--- src/rtl/core/weno5_pkg.sv ---
`default_nettype none
// ---------------------------------------------------------------------------
// weno5_pkg
// Shared types, widths and constants of the WENO5 face reconstruction block.
// ---------------------------------------------------------------------------
package weno5_pkg;

  localparam int SAMPLE_BITS   = 24;
  localparam int FRACTION_BITS = 20;
  localparam int WEIGHT_BITS   = 24;

  // datapath widths
  localparam int DIFF_W  = SAMPLE_BITS + 4;   // second differences
  localparam int Q_W     = SAMPLE_BITS + 5;   // stencil numerators
  localparam int D_W     = 57;                // smoothness plus eps
  localparam int DN_BITS = 21;                // normalised indicator
  localparam int DVD_W   = 60;                // divider dividend / quotient
  localparam int DVS_W   = 42;                // divider divisor
  localparam int C_W     = 62;                // unnormalised weights
  localparam int CS_W    = 64;                // their sum
  localparam int CN_BITS = 32;                // normalised weight width
  localparam int CS2_W   = CN_BITS + 2;
  localparam int W_W     = WEIGHT_BITS + 1;
  localparam int MUL_W   = 32;
  localparam int PROD_W  = 2 * MUL_W;
  localparam int ACC_W   = 56;
  localparam int Z_W     = 30;
  localparam int R_W     = 31;
  localparam int FILL_W  = 3;
  localparam int DIV_STEPS = DVD_W;
  localparam int DCNT_W  = $clog2(DIV_STEPS);

  localparam logic [FILL_W-1:0] FILL_FULL = FILL_W'(4);

  // eps scaled to 12 * 2^(2F) units, rounded
  localparam logic [63:0] EPS_WIDE =
    (64'd12 * (64'd1 << (2 * FRACTION_BITS)) + 64'd500000) / 64'd1000000;
  localparam logic [D_W-1:0] EPS_VAL = EPS_WIDE[D_W-1:0];

  localparam logic [DVD_W-1:0] INV_NUM = {1'b1, {(DVD_W-1){1'b0}}};   // 2^59

  // final scaling: floor((A + 3*2^24) / (6*2^24)) via a shift and a divide by 3
  localparam logic signed [ACC_W-1:0] RND_OFF = ACC_W'(64'd3 << WEIGHT_BITS);
  localparam int                      RND_SH  = WEIGHT_BITS + 1;
  localparam logic signed [ACC_W-1:0] Z_OFF   = ACC_W'(64'd3 << 27);
  localparam logic [MUL_W-1:0]        RECIP3  = 32'h2AAAAAAB;         // ceil(2^31/3)
  localparam int                      RECIP_SH = 31;
  localparam logic signed [R_W-1:0]   Q_OFF   = R_W'(64'd1 << 27);
  localparam logic signed [R_W-1:0]   RES_MAX = R_W'((64'd1 << (SAMPLE_BITS-1)) - 64'd1);
  localparam logic signed [R_W-1:0]   RES_MIN = -R_W'(64'd1 << (SAMPLE_BITS-1));

  // datapath operations
  localparam int OP_W = 5;
  localparam logic [OP_W-1:0] OP_NOP   = 5'd0;
  localparam logic [OP_W-1:0] OP_LOAD  = 5'd1;
  localparam logic [OP_W-1:0] OP_DINIT = 5'd2;
  localparam logic [OP_W-1:0] OP_SQA   = 5'd3;
  localparam logic [OP_W-1:0] OP_ACCA  = 5'd4;
  localparam logic [OP_W-1:0] OP_SQB   = 5'd5;
  localparam logic [OP_W-1:0] OP_ACCB  = 5'd6;
  localparam logic [OP_W-1:0] OP_MAXD  = 5'd7;
  localparam logic [OP_W-1:0] OP_NORM1 = 5'd8;
  localparam logic [OP_W-1:0] OP_SQD   = 5'd9;
  localparam logic [OP_W-1:0] OP_DIVQ  = 5'd10;
  localparam logic [OP_W-1:0] OP_STQ   = 5'd11;
  localparam logic [OP_W-1:0] OP_CINIT = 5'd12;
  localparam logic [OP_W-1:0] OP_NORM2 = 5'd13;
  localparam logic [OP_W-1:0] OP_CSUM  = 5'd14;
  localparam logic [OP_W-1:0] OP_DIVW  = 5'd15;
  localparam logic [OP_W-1:0] OP_STW   = 5'd16;
  localparam logic [OP_W-1:0] OP_ACLR  = 5'd17;
  localparam logic [OP_W-1:0] OP_MW    = 5'd18;
  localparam logic [OP_W-1:0] OP_ACCW  = 5'd19;
  localparam logic [OP_W-1:0] OP_RND0  = 5'd20;
  localparam logic [OP_W-1:0] OP_RND1  = 5'd21;
  localparam logic [OP_W-1:0] OP_FIN   = 5'd22;
  localparam logic [OP_W-1:0] OP_PUSH  = 5'd23;

  localparam logic FACE_LEFT  = 1'b0;
  localparam logic FACE_RIGHT = 1'b1;

  typedef struct packed {
    logic signed [SAMPLE_BITS-1:0] sample;
    logic                          line_start;
  } in_t;

  typedef struct packed {
    logic signed [SAMPLE_BITS-1:0] left_face;
    logic signed [SAMPLE_BITS-1:0] right_face;
  } out_t;

  typedef struct packed {
    logic [OP_W-1:0] op;
    logic [1:0]      idx;
    logic            face;
  } dp_cmd_t;

  typedef struct packed {
    logic full_now;
    logic mx_big;
    logic c_big;
    logic div_done;
    logic out_free;
  } dp_sts_t;

  // linear weight times inverse square: 1:6:3 on the left face, 3:6:1 on the right
  function automatic logic [C_W-1:0] gscale(input logic face, input logic [1:0] idx,
                                            input logic [DVD_W-1:0] quot);
    logic [C_W-1:0] q;
    logic [C_W-1:0] r;
    q = C_W'(quot);
    case (idx)
      2'd0:    r = (face == FACE_RIGHT) ? (q << 1) + q : q;
      2'd1:    r = (q << 2) + (q << 1);
      2'd2:    r = (face == FACE_RIGHT) ? q : (q << 1) + q;
      default: r = q;
    endcase
    return r;
  endfunction

endpackage
`default_nettype wire

--- src/rtl/core/weno5_ctrl.sv ---
`default_nettype none
// ---------------------------------------------------------------------------
// weno5_ctrl
// Sequencer: steps the datapath through indicators, weights and faces.
// ---------------------------------------------------------------------------
module weno5_ctrl
  import weno5_pkg::*;
(
  input  wire logic    clk,
  input  wire logic    rst_n,
  input  wire logic    in_valid,
  input  wire dp_sts_t sts,
  output logic         in_stall,
  output dp_cmd_t      cmd
);

  localparam int ST_W = 5;
  localparam logic [ST_W-1:0] ST_IDLE  = 5'd0;
  localparam logic [ST_W-1:0] ST_DINIT = 5'd1;
  localparam logic [ST_W-1:0] ST_SQA   = 5'd2;
  localparam logic [ST_W-1:0] ST_ACCA  = 5'd3;
  localparam logic [ST_W-1:0] ST_SQB   = 5'd4;
  localparam logic [ST_W-1:0] ST_ACCB  = 5'd5;
  localparam logic [ST_W-1:0] ST_MAXD  = 5'd6;
  localparam logic [ST_W-1:0] ST_NORM1 = 5'd7;
  localparam logic [ST_W-1:0] ST_SQD   = 5'd8;
  localparam logic [ST_W-1:0] ST_DIVQ  = 5'd9;
  localparam logic [ST_W-1:0] ST_WAITQ = 5'd10;
  localparam logic [ST_W-1:0] ST_CINIT = 5'd11;
  localparam logic [ST_W-1:0] ST_NORM2 = 5'd12;
  localparam logic [ST_W-1:0] ST_CSUM  = 5'd13;
  localparam logic [ST_W-1:0] ST_DIVW  = 5'd14;
  localparam logic [ST_W-1:0] ST_WAITW = 5'd15;
  localparam logic [ST_W-1:0] ST_ACLR  = 5'd16;
  localparam logic [ST_W-1:0] ST_MW    = 5'd17;
  localparam logic [ST_W-1:0] ST_ACCW  = 5'd18;
  localparam logic [ST_W-1:0] ST_RND0  = 5'd19;
  localparam logic [ST_W-1:0] ST_RND1  = 5'd20;
  localparam logic [ST_W-1:0] ST_FIN   = 5'd21;
  localparam logic [ST_W-1:0] ST_OUT   = 5'd22;

  localparam logic [1:0] IDX_LAST = 2'd2;

  logic [ST_W-1:0] state_r, state_nxt;
  logic [1:0]      k_r, k_nxt;
  logic            f_r, f_nxt;

  always_comb begin
    state_nxt = state_r;
    k_nxt     = k_r;
    f_nxt     = f_r;
    cmd.op    = OP_NOP;
    cmd.idx   = k_r;
    cmd.face  = f_r;
    in_stall  = 1'b1;
    case (state_r)
      ST_IDLE: begin
        in_stall = 1'b0;
        if (in_valid) begin
          cmd.op = OP_LOAD;
          if (sts.full_now) state_nxt = ST_DINIT;
        end
      end
      ST_DINIT: begin
        cmd.op    = OP_DINIT;
        k_nxt     = 2'd0;
        state_nxt = ST_SQA;
      end
      ST_SQA: begin
        cmd.op    = OP_SQA;
        state_nxt = ST_ACCA;
      end
      ST_ACCA: begin
        cmd.op    = OP_ACCA;
        state_nxt = ST_SQB;
      end
      ST_SQB: begin
        cmd.op    = OP_SQB;
        state_nxt = ST_ACCB;
      end
      ST_ACCB: begin
        cmd.op = OP_ACCB;
        if (k_r == IDX_LAST) begin
          k_nxt     = 2'd0;
          state_nxt = ST_MAXD;
        end else begin
          k_nxt     = k_r + 1'b1;
          state_nxt = ST_SQA;
        end
      end
      ST_MAXD: begin
        cmd.op    = OP_MAXD;
        state_nxt = ST_NORM1;
      end
      ST_NORM1: begin
        // halve all indicators until the largest fits the normalised width
        cmd.op = OP_NORM1;
        if (!sts.mx_big) state_nxt = ST_SQD;
      end
      ST_SQD: begin
        cmd.op    = OP_SQD;
        state_nxt = ST_DIVQ;
      end
      ST_DIVQ: begin
        cmd.op    = OP_DIVQ;
        state_nxt = ST_WAITQ;
      end
      ST_WAITQ: begin
        if (sts.div_done) begin
          cmd.op = OP_STQ;
          if (k_r == IDX_LAST) begin
            k_nxt     = 2'd0;
            f_nxt     = FACE_LEFT;
            state_nxt = ST_CINIT;
          end else begin
            k_nxt     = k_r + 1'b1;
            state_nxt = ST_SQD;
          end
        end
      end
      ST_CINIT: begin
        cmd.op    = OP_CINIT;
        state_nxt = ST_NORM2;
      end
      ST_NORM2: begin
        cmd.op = OP_NORM2;
        if (!sts.c_big) state_nxt = ST_CSUM;
      end
      ST_CSUM: begin
        cmd.op    = OP_CSUM;
        k_nxt     = 2'd0;
        state_nxt = ST_DIVW;
      end
      ST_DIVW: begin
        cmd.op    = OP_DIVW;
        state_nxt = ST_WAITW;
      end
      ST_WAITW: begin
        if (sts.div_done) begin
          cmd.op = OP_STW;
          if (k_r == IDX_LAST) begin
            k_nxt     = 2'd0;
            state_nxt = ST_ACLR;
          end else begin
            k_nxt     = k_r + 1'b1;
            state_nxt = ST_DIVW;
          end
        end
      end
      ST_ACLR: begin
        cmd.op    = OP_ACLR;
        state_nxt = ST_MW;
      end
      ST_MW: begin
        cmd.op    = OP_MW;
        state_nxt = ST_ACCW;
      end
      ST_ACCW: begin
        cmd.op = OP_ACCW;
        if (k_r == IDX_LAST) begin
          k_nxt     = 2'd0;
          state_nxt = ST_RND0;
        end else begin
          k_nxt     = k_r + 1'b1;
          state_nxt = ST_MW;
        end
      end
      ST_RND0: begin
        cmd.op    = OP_RND0;
        state_nxt = ST_RND1;
      end
      ST_RND1: begin
        cmd.op    = OP_RND1;
        state_nxt = ST_FIN;
      end
      ST_FIN: begin
        cmd.op = OP_FIN;
        if (f_r == FACE_LEFT) begin
          f_nxt     = FACE_RIGHT;
          state_nxt = ST_CINIT;
        end else begin
          state_nxt = ST_OUT;
        end
      end
      ST_OUT: begin
        // hold until the result register is free
        cmd.op = OP_PUSH;
        if (sts.out_free) state_nxt = ST_IDLE;
      end
      default: begin
        state_nxt = ST_IDLE;
      end
    endcase
  end

  always_ff @(posedge clk) begin
    if (!rst_n) begin
      state_r <= ST_IDLE;
      k_r     <= 2'd0;
      f_r     <= FACE_LEFT;
    end else begin
      state_r <= state_nxt;
      k_r     <= k_nxt;
      f_r     <= f_nxt;
    end
  end

endmodule
`default_nettype wire

--- config.mk ---
export PLATFORM = sky130hd
export DESIGN_NAME = weno5_ctrl
export DESIGN_NICKNAME = d
export VERILOG_FILES = /design/src/rtl/core/weno5_pkg.sv /design/src/rtl/core/weno5_ctrl.sv
export SDC_FILE = /design/constraint.sdc
export NUM_CORES = 1
export LEC_CHECK = 0
export ABC_AREA = 1
export BUFFER_PORTS_ARGS = -buffer_cell sky130_fd_sc_hd__buf_2
export CORE_MARGIN = 1.5
export CORE_UTILIZATION = 45
export CTS_BUF_LIST = sky130_fd_sc_hd__clkbuf_8
export DETAILED_ROUTE_END_ITERATION = 8
export PLACE_DENSITY = 0.69
export SYNTH_ARGS = -nofsm -noshare
export SYNTH_HDL_FRONTEND = slang
export SYNTH_SLANG_ARGS = --single-unit
--- constraint.sdc ---
create_clock -name clk -period 1.45 [get_ports clk]
set_input_delay 0 -clock clk [delete_from_list [all_inputs] [get_ports clk]]
set_output_delay 0 -clock clk [all_outputs]
set_load 0.05 [all_outputs]
==> flow_summary.ini <==
[run_status]
outcome = finished, violations left
violations = negative setup slack

[synth]
syn-num-nets = 184
yosys_warnings = 0
yosysUniqueCellTypes = 22
yosys_register_bits = 8
syn_area_um2 = 923
yosysSeqAreaShare_pct = 17.3
netlist_instances = 176
synth_area_per_cell_um2 = 5.25

[sta]
slew_headroom_pct = 80.8
slew_viol_final = 0
finalCritPeriodShare_pct = 111
post-route-min-period_ps = 1610
postLayoutSetupSlackWorst_ps = -161
timing.fmax_mhz = 621
finClkSkew_ps = 2.57
fin_tns_setup_ps = -1140
worst_pin_slew_ps = 287
final_hold_viol_count = 0
hold_slack_ps = 57.0
rsz0062_at_grt = yes
final-setup-viol-count = 12

[route]
first_pass_iters = 4
viasPerCell = 5.98
drc = 0
postRouteAntennaNets = 0
routed_wl_um = 4940
drt_iter0_drc = 84
vias = 1532
detail_route.wl_per_cell_um = 19.3

[floorplanning]
start_util_pct = 47.6
dieHeight_um = 48.3
die_area_mm2 = 0.00233
core_area_mm2 = 0.00194
ioPinCount = 17
die_width_um = 48.3
rows = 16

[critical_path]
crit-reg2reg-launch = state_r[2]
cp-end-kind = flop
required_ps = 1600
cp.arrival_ps = 1770
startpoint_type = flop
crit_type = flop to flop
worstPathMaxFanout = 7
worstSetupStartpoint = state_r[2]

[placement]
place_congestion = 1.08
dp_worst_setup_slack_ps = -167
place_inst = 241
port_buffers = 16
dpl.hpwl_um = 2730

[pwr]
p_leak_nw = 0.914
p_total_w = 0.00233
vdd_ir_drop_max_v = 0.00141
p_per_area_mw_per_mm2 = 1340

[global_route]
grt_pass1_wl_um = 6400
grt_max_degree = 8
grt_pass1_vias = 1423
gr-total-overflow = 0
antenna_found_initial = 0
track_usage_pct = 35.1

[min_path]
hold_start = rst_n
hp-class = input pin to flop

[clocking]
worstSkewPairLatency_ps = 230
cts_tree = yes
cts_buffer_depth = 2
clk_pin_slew_ps = 40
cts_buffers = 3
cts_max_level = 1
cts.sinks = 8
root_buffer = clkbuf_8

[cells_and_area]
nNetsFinal = 239
instances_no_fill = 256
seq_area_um2 = 179
layout_common_cells = 38 x nand2_1, 27 x buf_4, 23 x nor2_1
antenna_cells = 0
fill_cells = 100
multiInputGateArea_um2 = 953
layout_commonest_cell = nand2_1
syn_to_final_growth_pct = 87.7
drive_above_1_share_pct = 56.8

[run]
drv_cap = 0
[sequential cells by signal, indices dropped and copies added, names as in the netlist]
signal / count
state_r: 5
k_r: 2
f_r: 1
[layout make-up]
cell class,instances,area share [%]
well taps,27,1.95
clock buffers,3,2.38
multi-input cells,142,55.0
repair buffers,52,24.0
inverters,24,6.35
flip-flops and latches,8,10.3
[critical path: stages, from the launching register on]
cell	delay (ps)
dfxtp_4	400
nor2_2	250
nand2_1	190
inv_1	130
nand2_1	100
nand2_1	100
nor2_2	50
nand3_1	110
nand2_1	80
a21oi_2	130
[path summary, 6_finish.rpt]
path	to	slack, ps	cells past startpoint
setup / recovery	state_r[2]	-160	9
hold / removal	k_r[0]	60	3
setup reg to reg	state_r[2]	-160	9
hold reg to reg	f_r	530	2
[what timing repair did]
action / 4_1_cts / 5_1_grt
setup endpoints to repair: 13 / 13
resized for setup: 64 / 44
pin swaps: 18 / 20
buffers inserted: 9 / 5
hold buffers: 0 / 0
[metal layers]
layer | wire (um) | track usage [%] | vias to the layer above
li1 | - | - | 672
met5 | 0 | 0 | -
met3 | 510 | 6.48 | 36
met2 | 2450 | 61.6 | 126
met4 | 264 | 15.2 | 0
met1 | 1720 | 41.9 | 698
[cells by family after synthesis]
family,Yosys count,share of synthesized area (%)
simple gates,125,60.6
flops,8,17.3
buf+inv,26,11.1
compound gates,17,11.0
[metrics by stage]
| step | util, % | instance area, um2 |
|---|---|---|
| after floorplan | - | 966 |
| after global placement | 64.1 | 1240 |
| after detailed placement | 64.1 | 1240 |
| after CTS | 79.0 | 1530 |
| after global routing | 89.2 | 1730 |
| final | 89.2 | 1730 |
[synth_stat cells]
cell type	n	share of area, %
buf_4	1	0.81
nand2_1	53	22
inv_2	3	1.2
nor2_2	2	1.4
o21ai_1	1	0.54
o221ai_1	1	0.95
nor2_1	36	15
buf_2	1	0.54
nand4_1	2	1.4
a21oi_1	8	4.3
o211ai_1	1	0.81
nor3_1	5	2.7
dfxtp_1	8	17
nand3_1	14	7.6
inv_1	21	8.5
o21ai_0	3	1.6
nand3b_1	1	0.81
a21boi_0	1	0.81
nor2_4	3	3.7
o2111ai_1	2	1.9
nand3_2	2	2.2
nand2_2	7	4.7
[where the power goes]
part	total, W	switching [W]	internal [W]
sequential	0.000384	0.000109	0.000275
clock	0.000267	0.0000868	0.000180
combinational	0.00168	0.00106	0.000622
No activity file was read; power rests on OpenSTA's default activity.
